===== src/rtl/tcce_pkg.sv =====
`timescale 1ns / 1ps
// ----------------------------------------------------------------------------
// tcce_pkg
// shared widths, character codes, action codes and the control bundles
// between the console controller and its datapath
// ----------------------------------------------------------------------------
package tcce_pkg;

    localparam int POS_W     = 11;
    localparam int CHAR_W    = 8;
    localparam int COLOUR_W  = 4;
    localparam int ACTION_W  = 2;
    localparam int CFG_IDX_W = 1;

    localparam int COLUMNS_DEFAULT = 80;
    localparam int ROWS_DEFAULT    = 25;

    localparam logic [CHAR_W-1:0] CH_NEWLINE = 8'h0A;
    localparam logic [CHAR_W-1:0] CH_RETURN  = 8'h0D;
    localparam logic [CHAR_W-1:0] CH_SPACE   = 8'h20;

    localparam logic [COLOUR_W-1:0] FG_RESET = 4'd7;
    localparam logic [COLOUR_W-1:0] BG_RESET = 4'd0;

    localparam logic [CFG_IDX_W-1:0] CFG_FOREGROUND = 1'b0;
    localparam logic [CFG_IDX_W-1:0] CFG_BACKGROUND = 1'b1;

    typedef enum logic [ACTION_W-1:0] {
        ACT_WRITE = 2'd0,
        ACT_SET   = 2'd1,
        ACT_CLEAR = 2'd2,
        ACT_READ  = 2'd3
    } action_t;

    typedef struct packed {
        logic load_item;
        logic exec_char;
        logic clear_cursor;
        logic div_start;
        logic div_step;
        logic mem_read;
        logic clr_step;
        logic load_out;
    } tcce_cmd_t;

    typedef struct packed {
        action_t action;
        logic    pos_ok;
        logic    clr_last;
    } tcce_status_t;

endpackage


===== src/rtl/tcce_ctrl.sv =====
`timescale 1ns / 1ps
// ----------------------------------------------------------------------------
// tcce_ctrl
// sequencer for the console: reset sweep, item intake, action execution,
// row/column split and clear passes, result hand-off
// ----------------------------------------------------------------------------
module tcce_ctrl (
    input  logic                    clk,
    input  logic                    rst_n,
    input  logic                    in_valid,
    output logic                    in_stall,
    output logic                    out_valid,
    input  logic                    out_stall,
    input  tcce_pkg::tcce_status_t  status,
    output tcce_pkg::tcce_cmd_t     cmd
);
    import tcce_pkg::*;

    typedef enum logic [2:0] {
        ST_INIT,
        ST_IDLE,
        ST_EXEC,
        ST_DIV,
        ST_CLEAR,
        ST_DONE
    } state_t;

    state_t state_reg;
    state_t state_next;
    logic   out_valid_reg;
    logic   out_valid_next;
    logic   slot_free;

    assign slot_free = !out_valid_reg || !out_stall;
    assign in_stall  = state_reg != ST_IDLE;
    assign out_valid = out_valid_reg;

    always_comb
    begin
        cmd        = '0;
        state_next = state_reg;
        unique case (state_reg)
            ST_INIT:
            begin
                cmd.clr_step = 1'b1;
                if (status.clr_last)
                begin
                    state_next = ST_IDLE;
                end
            end
            ST_IDLE:
            begin
                if (in_valid)
                begin
                    cmd.load_item = 1'b1;
                    state_next    = ST_EXEC;
                end
            end
            ST_EXEC:
            begin
                unique case (status.action)
                    ACT_WRITE:
                    begin
                        if (slot_free)
                        begin
                            cmd.exec_char = 1'b1;
                            cmd.load_out  = 1'b1;
                            state_next    = ST_IDLE;
                        end
                    end
                    ACT_SET:
                    begin
                        if (slot_free)
                        begin
                            cmd.load_out = 1'b1;
                            if (status.pos_ok)
                            begin
                                cmd.div_start = 1'b1;
                                state_next    = ST_DIV;
                            end
                            else
                            begin
                                state_next = ST_IDLE;
                            end
                        end
                    end
                    ACT_CLEAR:
                    begin
                        cmd.clear_cursor = 1'b1;
                        state_next       = ST_CLEAR;
                    end
                    ACT_READ:
                    begin
                        cmd.mem_read = 1'b1;
                        state_next   = ST_DONE;
                    end
                endcase
            end
            ST_DIV:
            begin
                cmd.div_step = 1'b1;
                state_next   = ST_IDLE;
            end
            ST_CLEAR:
            begin
                cmd.clr_step = 1'b1;
                if (status.clr_last)
                begin
                    state_next = ST_DONE;
                end
            end
            ST_DONE:
            begin
                if (slot_free)
                begin
                    cmd.load_out = 1'b1;
                    state_next   = ST_IDLE;
                end
            end
            default:
            begin
                state_next = ST_IDLE;
            end
        endcase
    end

    always_comb
    begin
        if (cmd.load_out)
        begin
            out_valid_next = 1'b1;
        end
        else if (!out_stall)
        begin
            out_valid_next = 1'b0;
        end
        else
        begin
            out_valid_next = out_valid_reg;
        end
    end

    always_ff @(posedge clk or negedge rst_n)
    begin
        if (!rst_n)
        begin
            state_reg     <= ST_INIT;
            out_valid_reg <= 1'b0;
        end
        else
        begin
            state_reg     <= state_next;
            out_valid_reg <= out_valid_next;
        end
    end

endmodule


===== config.mk =====
export PLATFORM = sky130hd
export DESIGN_NAME = tcce_ctrl
export DESIGN_NICKNAME = d
export VERILOG_FILES = /design/src/rtl/tcce_pkg.sv /design/src/rtl/tcce_ctrl.sv
export SDC_FILE = /design/constraint.sdc
export NUM_CORES = 1
export LEC_CHECK = 0
export BUFFER_PORTS_ARGS = -buffer_cell sky130_fd_sc_hd__buf_4
export CAP_MARGIN = 20
export CORE_AREA = 2 2 39 41
export DETAILED_ROUTE_END_ITERATION = 6
export DIE_AREA = 0 0 41 43
export HOLD_SLACK_MARGIN = 0.06
export PLACE_DENSITY = 0.45
export SETUP_SLACK_MARGIN = 0.02
export SYNTH_ARGS = -nofsm -noshare
export SYNTH_HDL_FRONTEND = slang
export SYNTH_SLANG_ARGS = --single-unit
export TNS_END_PERCENT = 20

===== constraint.sdc =====
create_clock -name clk -period 1.6 [get_ports clk]
set_input_delay 0.32 -clock clk [delete_from_list [all_inputs] [get_ports clk]]
set_output_delay 0.32 -clock clk [all_outputs]
set_load 0.005 [all_outputs]

---- Word-level counts from Yosys, hierarchy flattened ----
Cells that the tools add are included.
operators by class
  reduce and logical (&&, ||, !) cells .... 8
  eq/ne operators ......................... 14
  muxes and demuxes ....................... 25
operators by type and width
  operator            number
  $mux 3              6
  $mux 1              15
  $pmux 3 s5          1
  $pmux 3 s4          1
  $eq 3x2->1 const B  2
  $eq 3x3->1 const B  2
  $ne 2x2->1 const B  3
  $eq 2x2->1 const B  2
  $reduce_and 4->1    1
  $reduce_or 2->1     2
  $eq 3x1->1 const B  1
  $logic_not 3->1     1
  $ne 3x1->1 const B  1
  $ne 3x3->1 const B  1
  $eq 2x1->1 const B  1
  $logic_not 1->1     2
  $logic_not 2->1     1
  $mux 2              1
  $ne 2x1->1 const B  1
  $pmux 1 s2          1
  $logic_or 1x1->1    1
word-level totals
  output and inout port bits .............. 10
  bits in registers ....................... 4
  logic and storage cells ................. 49

---- Depth between registers and ports, before layout ----
Gate-level depths: netlist (run 1).
  depth in word-level cells ............... 6
  depth in mapped cells ................... 5
  gate-level depth less buffers ........... 3

---- Least setup slack after synthesis (run 1) ----
OpenSTA, ideal clock, no wires.
  kind .................................... flip-flop to output port
  start ................................... register state_reg[0]
  end ..................................... output cmd[0] (netlist name)
  data arrival time ....................... 1.055 ns
  required time ........................... 1.280 ns
  setup slack ............................. 0.225 ns
  cell stages (with the launch flop) ...... 6
  cells stage by stage .................... dfrtp_1 > buf_6 > nor4b_4 > a21oi_1 > a21oi_1 > buf_4
RTL lines
  element                 line              RTL
  from (decl)             tcce_ctrl.sv:28   state_t state_reg;
  from (signal assigned)  tcce_ctrl.sv:152  state_reg <= state_next;
  to (decl)               tcce_ctrl.sv:15   output tcce_pkg::tcce_cmd_t cmd

==> summary by stage, run 1 <==
Drt
After detailed routing, the wire length on met1 is 365 um. The highest layer touched by signal routing is met3. The routed wire length on met2 is 417 um. The first routing iteration left 3 violations. The length of routed met3 wiring is between 60 and 70 um.

The pre-antenna-repair detailed-routing pass consisted of 2 iterations. The routed via count divided by cell count is roughly 4.6. The post-detailed-route wirelength per cell is 11.4 um. The count of nets left with antenna violations once routing finished came out at 0. Wires add up to about 850 um. The DRC violations left is 0. The via total after detailed routing is 344.

Worst setup path
The last element of the critical path is cmd[6]. The signal on the critical path passes through nor4b_4 > nand2_2 > nor2_1 > buf_4. The kind of start point of the critical path is a flip-flop. The capturing element type of the critical path is a primary output. The worst register-to-register path begins at state_reg[0]. The depth of the worst register-to-register path is 4. The arrival time at the worst endpoint is 1.32 ns. The most critical setup path has its startpoint at state_reg[0]. The critical register-to-register path endpoint is state_reg[0].

The register-to-register setup slack is 0.40 ns. By startpoint and endpoint, the worst setup path is classified as reg -> out. The biggest fanout along the worst timing path is 5. For this run, the slowest stage of the critical path takes between 0.4 and 0.5 ns.

The required time of the worst setup path is 1.28 ns. For this design, the slowest cell found on the critical path is sky130_fd_sc_hd__dfrtp_2.

Logic synthesis
The post-synthesis instance total is 38. The number of synthesized flops with an enable pin is 0. Yosys printed 0 warnings. Synthesis produced a netlist with a net count of 46. In the post-synthesis netlist, the biggest area contributors are sky130_fd_sc_hd__dfrtp_1 32%, sky130_fd_sc_hd__nor2_1 8.3%, sky130_fd_sc_hd__nor4b_4 7.5%, sky130_fd_sc_hd__nand2_1 7.1%, sky130_fd_sc_hd__a22o_1 5.6%. The mean area per synthesized cell is 8.30 um2. Of the synthesized area, sequential elements account for a little under a third. The dominant register cell in the synthesized netlist is sky130_fd_sc_hd__dfrtp_1. By count the netlist is led by 7 x sky130_fd_sc_hd__nor2_1, 6 x sky130_fd_sc_hd__nand2_1, 4 x sky130_fd_sc_hd__dfrtp_1, 3 x sky130_fd_sc_hd__inv_1.

The portion of synthesized cell area occupied by the leading cell type is a little under a third. The fraction of registers with async set or reset after synthesis is 100%. The library cell with the highest instance count after synthesis is sky130_fd_sc_hd__nor2_1. The number of synthesized register bits is 4. The netlist uses 19 different library cells. The top cell type by total area after synthesis is sky130_fd_sc_hd__dfrtp_1.

The netlist area before placement is 315 um2.

STA
For the pin with the worst max-slew slack, the measured transition is roughly 0.27 ns. The count of final max-slew check failures is 0. The number of hold violations in the final report is 0. Subtracting the final worst setup slack from the clock period gives 1.64 ns. The worst clock skew on the final layout is 0.00565 ns. Setup repair after global routing could not meet its margin everywhere.

For this run, the top clock speed supported by timing is a little over 600 MHz. The final-layout setup total negative slack is -0.129 ns. In the finished design, the share of the clock period the worst path needs comes to 103%. The worst-case headroom to the max-slew limit is around 82%. The worst-case hold slack is between 0.3 and 0.4 ns. The setup slack after layout is -0.0405 ns. Setup violations remaining at the end of the flow were counted as 5.

Floorplanning
The height of the die is 43 um. The die covers approximately 1800 um2. The count of boundary I/O pins is 18.

Once the floorplan was initialized, standard cells occupied around 23% of the core. The die is 41 um wide. The site row count is 14. The floorplan step defined a core boundary enclosing 1380 um2.

Outcome
The final reports fail on negative setup slack. The flow ran to the end, but the final reports show violations.

Pwr
For this design the ratio of total power to cell area is 1480 nW/um2. IR analysis of the VDD net gives a maximum drop of 0.593 mV. The total power of the final layout is 0.000727 W. For this design the static power due to leakage is 0.261 nW.

Final layout
Of the cells placed in the final design, the portion with a size suffix greater than 1 is 51.7%. The number of inserted diodes is 0. The growth of design area from synthesis to finish is 55.6%. The number of flip-flops in the largest register is 3.

At the end of the flow, the number of nets in the layout was 68.

Placed design
After legalization and detailed placement, the total HPWL measured 649 um. At the end of routability-driven placement, the weighted congestion stood at 0.729. The number of buffers added on ports is 17.

Clock tree
The clock tree buffer depth is 2. The number of clock sinks seen by CTS is 4. For the worst-skew pair, the clock arrives at the later sink with an insertion delay of approximately 0.23 ns. The clock edge transition at the registers on the reported setup and hold paths is about 0.040 ns. The cell chosen for the clock root is sky130_fd_sc_hd__clkbuf_4. The H-tree depth is 1. Buffers inserted during clock tree synthesis total 3. The TritonCTS clock tree is yes.

Global routing
Summed over all layers, the global routing overflow is 0. The first-pass GRT wire length is 1.39 mm. The initial antenna violation count was 0.

The via count of the first global-routing pass came to approximately 320. The pin count of the biggest net entering global routing is 10. Global routing consumed, over all layers together, 11.9% of the routing resources.

Worst hold path
The class of the worst hold path is in -> reg.

Run
Max-cap violations in this run came to 0.
-- how the worst min path moves through the flow --
stage | from | endpoint | slack (ns) | cells past startpoint
after CTS | in_valid | state_reg[1] | 0.38 | 3
final | in_valid | state_reg[1] | 0.37 | 3
after global placement | rst_n | state_reg[0] | 0.12 | 1
after floorplan | rst_n | out_valid | 0.02 | 0
after global routing | in_valid | state_reg[1] | 0.41 | 3
after detailed placement | rst_n | state_reg[0] | 0.12 | 1
-- what timing repair did --
action                                  in CTS  in global routing
hold buffers                                 1                  0
setup buffers                                1                  0
endpoints found under the hold margin        4                  0
endpoints found under the setup margin       5                  5
gates resized for setup                      3                  0
pin swaps                                    3                  0
-- cells in the final DEF, fill, tap and decap left out --
cell type | Yosys | final
sky130_fd_sc_hd__a211o_2 | 1 | 1
sky130_fd_sc_hd__a21oi_1 | 2 | 1
sky130_fd_sc_hd__a21oi_2 | 0 | 1
sky130_fd_sc_hd__a22o_1 | 2 | 2
sky130_fd_sc_hd__a31oi_1 | 1 | 1
sky130_fd_sc_hd__a32oi_1 | 1 | 1
sky130_fd_sc_hd__and2b_1 | 1 | 1
sky130_fd_sc_hd__and3_1 | 1 | 1
sky130_fd_sc_hd__and3_2 | 1 | 1
sky130_fd_sc_hd__buf_4 | 2 | 19
sky130_fd_sc_hd__clkbuf_4 | 0 | 3
sky130_fd_sc_hd__dfrtp_1 | 4 | 2
sky130_fd_sc_hd__dfrtp_2 | 0 | 2
sky130_fd_sc_hd__dlygate4sd3_1 | 0 | 1
sky130_fd_sc_hd__inv_1 | 3 | 3
sky130_fd_sc_hd__nand2_1 | 6 | 6
sky130_fd_sc_hd__nand2_2 | 1 | 1
sky130_fd_sc_hd__nand4_1 | 1 | 1
sky130_fd_sc_hd__nor2_1 | 7 | 7
sky130_fd_sc_hd__nor2b_4 | 1 | 1
sky130_fd_sc_hd__nor3_1 | 1 | 1
sky130_fd_sc_hd__nor4b_4 | 1 | 1
-- report_power, final --
part,internal [W],total [W],switching (W)
logic,0.000224,0.000383,0.000159
clock network,0.0000837,0.000123,0.0000390
registers,0.000148,0.000221,0.0000735
total,0.000455,0.000727,0.000272
-- worst max-delay path: cells and delay by family (launching register included) --
| family | cells | cell delay [ns] |
|---|---|---|
| buffers and inverters | 1 | 0.11 |
| flip-flops | 1 | 0.44 |
| AND/OR/NAND/NOR | 3 | 0.53 |
-- per-stage QoR --
step | cell area [um2] | instances | worst slack, ns | util [%]
floorplan | 315 | 38 | 0.225 | -
detailed placement | 444 | 69 | 0.148 | 32.1
global placement | 444 | 69 | 0.166 | 32.1
CTS | 490 | 74 | -0.0453 | 35.4
global route | 490 | 74 | -0.137 | 35.4
finish | 490 | 74 | -0.0405 | 35.4
-- final cells by class --
type / instances / area [um2]
multi-input combinational: 28 / 181
clock buffer: 3 / 22.5
timing repair buffer: 20 / 153
fill: 167 / 893
inverter: 3 / 11.3
sequential: 4 / 103
tap: 16 / 20.0
-- per-layer routing --
layer	track usage, %	up-vias
met4	0	0
li1	-	171
met1	15.5	160
met3	6.28	0
met5	0	-
met2	18.1	13
-- cells by family (layout without fill, tap and decap cells) --
family | Yosys count | after routing | share of synthesized area, %
AO/OA/AOI/OAI | 7 | 7 | 16.7
buffers and inverters | 6 | 26 | 11.9
flip-flops | 4 | 4 | 31.7
AND/OR/NAND/NOR | 21 | 21 | 39.7
Power figures use the tool's default switching activity.
==> run 2, diff against run 1 <==
Settings changed: PLACE_DENSITY 0.45 to 0.47.
Clock period 1.6 ns to 1.5 ns, I/O delays scaled along.
==> summary by stage, run 2 (synthesis gave the netlist of run 1 again) <==
Outcome
Run status: finished with violations (unchanged). Violated checks: negative setup slack (unchanged).

Floorplanning
The starting density of the core is 22.8% (unchanged). The height of the die is 43 um (unchanged). The area of the placeable core is 1380 um2 (unchanged).

The overall die area is 1760 um2 (unchanged). The width of the die is 41 um (unchanged). The site row count is 14 (unchanged).

The count of boundary I/O pins is 18 (unchanged).

Final layout
The number of nets in the layout is 70 (was 68). The growth of design area from synthesis to finish is 62.3% (was 55.6%). The most common cell after layout, fill and taps aside is sky130_fd_sc_hd__buf_4 (unchanged). Highest-count cells in the layout ignoring fill and taps: 21 x sky130_fd_sc_hd__buf_4, 6 x sky130_fd_sc_hd__nand2_1, 6 x sky130_fd_sc_hd__nor2_1, 3 x sky130_fd_sc_hd__clkbuf_4 (was 19 x sky130_fd_sc_hd__buf_4, 7 x sky130_fd_sc_hd__nor2_1, 6 x sky130_fd_sc_hd__nand2_1, 3 x sky130_fd_sc_hd__inv_1, 3 x sky130_fd_sc_hd__clkbuf_4). The number of inserted diodes is 0 (unchanged). The fraction of final layout cells with drive strength greater than 1 is 58.3% (was 51.7%).

The number of flip-flops in the largest register is 3 (unchanged). The summed area of non-filler cells in the final layout is 512 um2 (was 490 um2).

Worst hold path
The startpoint of the worst hold path is in_valid (unchanged). The class of the worst hold path is in -> reg (unchanged).

Worst setup path
The required time of the worst setup path came to 1.20 ns (was 1.28 ns). The maximum cell stage delay along the critical path is 0.42 ns (was 0.44 ns). The biggest fanout along the worst timing path is 3 (was 5). The cell with the largest stage delay on the worst path is sky130_fd_sc_hd__dfrtp_2 (unchanged). The start point of the critical path is state_reg[0] (unchanged). The arrival time at the worst endpoint is 1.32 ns (about the same).

The class of the most critical setup path is reg -> out (unchanged). The capturing element type of the critical path is a primary output (unchanged). The kind of start point of the critical path is a flip-flop (unchanged). Sequence of cells on the critical path: nor4b_4 > nand2_2 > nor2_1 > buf_4 (unchanged).

The reg-to-reg startpoint is state_reg[0] (unchanged).

Drt
The via total after detailed routing came to 337 (was 344). The post-detailed-route wirelength per cell is 9.76 um (was 11.4 um). The detailed-route wire length is 742 um (was 846 um). The routed via count divided by cell count came to 4.43 (was 4.65). The DRC violations left is 0 (unchanged).

The length of the first detailed-routing pass in iterations is 4 (was 2). The post-route antenna net violation count came to 0 (unchanged). The violation count after the first detailed-routing iteration is 5 (was 3).

Placed design
The global placer's final weighted congestion is 0.720 (was 0.729). The post-place instance area is 452 um2 (was 444 um2). The number of buffers added on ports came to 17 (unchanged).

The detailed placer's ending HPWL is 575 um (was 649 um).

Clock tree
The clock tree buffer depth is 2 (unchanged). The TritonCTS clock tree was yes (unchanged). The H-tree depth came to 1 (unchanged). The CTS buffer count came to 3 (unchanged). The cell chosen for the clock root is sky130_fd_sc_hd__clkbuf_4 (unchanged). The worst-skew pair later-pin latency is 0.24 ns (was 0.23 ns). The number of clock sinks seen by CTS was 4 (unchanged). The clock edge transition at the registers on the reported setup and hold paths was 0.04 ns (about the same).

Pwr
The total power of the final layout was 0.000810 W (was 0.000727 W). The areal power density over the cells is 1580 nW/um2 (was 1480 nW/um2). The maximum resistive drop on vdd came to 0.803 mV (was 0.593 mV).

The static leakage is 0.271 nW (was 0.261 nW).

Global routing
The via count of the first global-routing pass was 303 (was 319). The pin count of the biggest net entering global routing is 7 (was 10). The first-pass GRT wire length was 1.24 mm (was 1.39 mm). The total global-route track usage is 10.5% (was 11.9%). The total congestion overflow after global routing is 0 (unchanged). The initial antenna violation count came to 0 (unchanged).

STA
The count of final max-slew check failures is 0 (unchanged). Setup repair after global routing missed its margin: true (unchanged). The worst clock skew on the final layout is 0.00340 ns (was 0.00565 ns).

The final-layout setup total negative slack was -0.397 ns (was -0.129 ns). The setup slack after layout came to -0.122 ns (was -0.0405 ns). Of the available clock period, the critical path in the final layout requires 108%.

The worst-case headroom to the max-slew limit is 82.6% (was 81.7%). The highest clock rate is about 600 MHz. The clock period minus final worst setup slack is about 1.6 ns. The number of hold violations in the final report is 0 (unchanged).

The worst-case hold slack is 0.329 ns (was 0.371 ns). The slew at the pin closest to its max-slew limit is 0.259 ns (was 0.274 ns). The total setup violations reported at the end of the flow is 6 (was 5).

Run
The max-capacitance violation count is 0 (unchanged).
## run 2: cell types whose count changed in the layout (fill, tap and decap cells not counted)
cell / delta
sky130_fd_sc_hd__a21oi_1: -1
sky130_fd_sc_hd__inv_2: +1
sky130_fd_sc_hd__nor2_2: +1
sky130_fd_sc_hd__nor2_1: -1
sky130_fd_sc_hd__inv_1: -1
sky130_fd_sc_hd__buf_4: +2
sky130_fd_sc_hd__a21oi_2: +1
## run 2: final timing paths
kind	end	slack, ns	cells after the start
worst max register to register	state_reg[0]	0.23	4
max in group asynchronous	state_reg[0]	0.99	2
min in group asynchronous	state_reg[1]	0.40	2
worst min register to register	state_reg[1]	0.55	1
worst min-delay path	state_reg[1]	0.33	3
worst max-delay path	cmd[6]	-0.12	4
## run 2: critical path, delay by kind of cell (launching register included)
| kind | cells | cell delay, ns |
|---|---|---|
| flip-flops | 1 | 0.42 |
| AND/OR/NAND/NOR | 3 | 0.55 |
| buffers and inverters | 1 | 0.11 |
## run 2: where the power goes
part / total, W / switching [W] / internal, W / leakage [nW]
sequential: 0.000225 / 0.0000673 / 0.000157 / 0.0489
combinational: 0.000453 / 0.000184 / 0.000269 / 0.208
clock: 0.000133 / 0.0000432 / 0.0000894 / 0.0138
## run 2: area by class of cell
type	count	area, um2
Inverter	3	11.3
Timing Repair Buffer	22	168
Clock buffer	3	22.5
Tap cell	16	20.0
Multi-Input combinational cell	28	188
Sequential cell	4	103
Fill cell	168	872
## run 2: metal layers
layer  share of wire [%]  global-route usage [%]  vias to the layer above
met2                  43                    15.0                       13
li1                    -                       -                      174
met3                 8.8                    4.71                        0
met5                   0                       0                        -
met1                  48                    13.3                      150
met4                   0                    4.00                        0
## run 2: through the flow
step                      setup slack (ns)  util [%]  instances
after floorplan                      0.145         -         38
after global placement               0.127      32.6         70
after detailed placement             0.121      32.6         70
after CTS                           -0.128      35.9         75
after global routing                -0.192      37.0         76
final                               -0.122      37.0         76
## run 2: repair_timing
| item | CTS | global route |
|---|---|---|
| cloned | 0 | 0 |
| buffers inserted | 1 | 1 |
| hold buffers | 1 | 0 |
| pin swaps | 4 | 2 |
| endpoints found under the setup margin | 6 | 7 |
| hold endpoints to repair | 4 | 0 |
| resized for setup | 2 | 4 |
==> run 3, diff against run 2 <==
Settings changed: REMOVE_ABC_BUFFERS from default to 1.
==> summary by stage, run 3 (synthesis gave the netlist of run 1 again) <==
Outcome
Run status: finished with violations (unchanged). Violated checks: negative setup slack (unchanged).

Global routing
The total congestion overflow after global routing came to 0 (unchanged). The initial antenna violation count is 0 (unchanged). The via count of the first global-routing pass is 329 (was 303).

The pin count of the biggest net entering global routing is 8 (was 7). The total global-route track usage came to 12.2% (was 10.5%). The first-pass GRT wire length was 1.41 mm (was 1.24 mm).

Clock tree
The clock edge transition at the registers on the reported setup and hold paths was 0.04 ns (about the same). The cell chosen for the clock root is sky130_fd_sc_hd__clkbuf_4 (unchanged). The TritonCTS clock tree is yes (unchanged).

The H-tree depth is 1 (unchanged). The worst-skew pair later-pin latency came to 0.24 ns (about the same). The clock tree buffer depth is 2 (unchanged).

The CTS buffer count is 3 (unchanged). The number of clock sinks seen by CTS was 4 (unchanged).

Final layout
The growth of design area from synthesis to finish is 62.3% (unchanged). The area of the multi-input gates is 186 um2 (was 188 um2). The fill cell total of the finished layout is 147 (was 168).

The most common cell after layout, fill and taps aside is sky130_fd_sc_hd__buf_4 (unchanged). The sequential cell area is 104 um2 (was 103 um2). Highest-count cells in the layout ignoring fill and taps: 21 x sky130_fd_sc_hd__buf_4, 6 x sky130_fd_sc_hd__nand2_1, 5 x sky130_fd_sc_hd__nor2_1 (was 21 x sky130_fd_sc_hd__buf_4, 6 x sky130_fd_sc_hd__nand2_1, 6 x sky130_fd_sc_hd__nor2_1, 3 x sky130_fd_sc_hd__clkbuf_4). The number of nets in the layout is 70 (unchanged). The fraction of final layout cells with drive strength greater than 1 is 58.3% (unchanged). The number of inserted diodes is 0 (unchanged). The number of flip-flops in the largest register is 3 (unchanged).

Worst hold path
The worst hold path depth is 3 (unchanged). The endpoint with the worst hold slack is state_reg[0] (was state_reg[1]). The class of the worst hold path is in -> reg (unchanged). The startpoint of the worst hold path is status[0] (was in_valid).

Worst setup path
The register-to-register setup slack is 0.19 ns (was 0.23 ns). The critical register-to-register path endpoint is state_reg[0] (unchanged). The depth of the worst register-to-register path is 4 (unchanged).

The sum of buffers and inverters on the critical path came to 1 (unchanged). The cell with the largest stage delay on the worst path was sky130_fd_sc_hd__dfrtp_2 (unchanged). Sequence of cells on the critical path: nor4b_4 > nand2_2 > nor2_2 > buf_4 (was nor4b_4 > nand2_2 > nor2_1 > buf_4). The capturing element type of the critical path was a primary output (unchanged).

The required time of the worst setup path is 1.20 ns (about the same). The gate family responsible for the most delay along the worst path is simple AND/OR/NAND/NOR gates (unchanged). The kind of start point of the critical path is a flip-flop (unchanged). The class of the most critical setup path is reg -> out (unchanged). The maximum cell stage delay along the critical path is 0.46 ns (was 0.42 ns). The reg-to-reg startpoint is state_reg[0] (unchanged). The arrival time at the worst endpoint is 1.37 ns (was 1.32 ns). The cell count along the critical path came to 4 (unchanged).

The biggest fanout along the worst timing path came to 7 (was 3).

Floorplanning
The area of the placeable core is 1380 um2 (unchanged). The overall die area is 1760 um2 (unchanged). The starting density of the core is 22.8% (unchanged). The height of the die came to 43 um (unchanged). The site row count is 14 (unchanged).

The width of the die is 41 um (unchanged). The count of boundary I/O pins came to 18 (unchanged).

Drt
The length of the first detailed-routing pass in iterations is 4 (unchanged). The detailed-route wire length came to 863 um (was 742 um). The post-route antenna net violation count came to 0 (unchanged). The via total after detailed routing was 349 (was 337). The post-detailed-route wirelength per cell is 11.4 um (was 9.76 um). The DRC violations left is 0 (unchanged).

The routed via count divided by cell count is 4.59 (was 4.43). The violation count after the first detailed-routing iteration is 11 (was 5).

Pwr
The static leakage was 0.268 nW (was 0.271 nW). The logic gate share of total power is 53.6% (was 55.9%). The cell-internal power is 0.000515 W (was 0.000516 W). The switching share of power was 37.4% (was 36.4%). The areal power density over the cells is 1610 nW/um2 (was 1580 nW/um2). The maximum resistive drop on vdd is 0.553 mV (was 0.803 mV).

The clock network fraction of total power is 17.1% (was 16.4%). The net switching component of the power is 0.000308 W (was 0.000294 W). The sequential power share was 29.3% (was 27.7%).

STA
The worst clock skew on the final layout is 0.00289 ns (was 0.00340 ns). The slew at the pin closest to its max-slew limit is 0.276 ns (was 0.259 ns). The clock period minus final worst setup slack came to 1.67 ns (was 1.62 ns). The total setup violations reported at the end of the flow is 7 (was 6). The worst-case headroom to the max-slew limit was 81.5% (was 82.6%). Setup repair after global routing missed its margin: true (unchanged). The setup slack after layout was -0.170 ns (was -0.122 ns). The worst-case hold slack came to 0.340 ns (was 0.329 ns). The part of the cycle the worst path needs is 111% (was 108%).

The count of final max-slew check failures was 0 (unchanged). The final-layout setup total negative slack came to -0.735 ns (was -0.397 ns). The highest clock rate is 599 MHz (was 617 MHz).

The number of hold violations in the final report is 0 (unchanged).

Run
The max-capacitance violation count came to 0 (unchanged).

Placed design
The global placer's final weighted congestion is 0.705 (was 0.720). The number of buffers added on ports is 17 (unchanged). The detailed placer's ending HPWL is 616 um (was 575 um).
run 3: routing by layer:
metal	vias up	part of all wire, %	GRT usage [%]
met3	4	9.6	1.57
li1	173	-	-
met1	151	44	16.0
met2	21	43	16.9
met5	-	0	0
met4	0	2.9	10.0
run 3: repair_timing:
item                                   4_1_cts  5_1_grt
endpoints found under the hold margin        4        0
setup buffers                                1        1
hold buffers                                 1        0
resized for setup                            3        3
setup endpoints to repair                    6        7
pin swaps                                    3        4
run 3: metrics by stage:
step	cell area, um2	worst slack, ns	util, %	power, W	std cells
floorplan	289	0.240	-	0.000420	35
global placement	452	0.117	32.6	0.000638	70
detailed placement	452	0.115	32.6	0.000639	70
CTS	498	-0.129	36.0	0.000805	75
global route	512	-0.242	37.0	0.000898	76
finish	512	-0.170	37.0	0.000822	76
run 3: how the worst max path moves through the flow:
stage,start,to
floorplan,state_reg[0],cmd[0]
global placement,state_reg[0],cmd[4]
detailed placement,state_reg[0],cmd[0]
CTS,state_reg[0],cmd[4]
global route,state_reg[0],cmd[4]
finish,state_reg[0],cmd[6]
run 3: worst reg2reg max path, stage by stage, from the launching register on:
cell and delay, ns:
sky130_fd_sc_hd__dfrtp_2 0.46, sky130_fd_sc_hd__nor4b_4 0.36, sky130_fd_sc_hd__nand2_2 0.12, sky130_fd_sc_hd__buf_4 0.15
sky130_fd_sc_hd__a31oi_1 0.15
run 3: power groups by stage:
stage	registers, W	clock network (W)	logic [W]
floorplan	0.000225	0	0.000195
global placement	0.000231	0	0.000407
detailed placement	0.000233	0	0.000406
CTS	0.000236	0.000147	0.000421
global route	0.000249	0.000156	0.000493
finish	0.000241	0.000141	0.000441
run 3: cell type report:
cell class                 instances  share of cell area (%)
inverter                           3                    2.20
timing repair buffer              22                    32.8
multi-input combinational         28                    36.4
sequential                         4                    20.3
tap                               16                    3.91
clock buffer                       3                    4.40
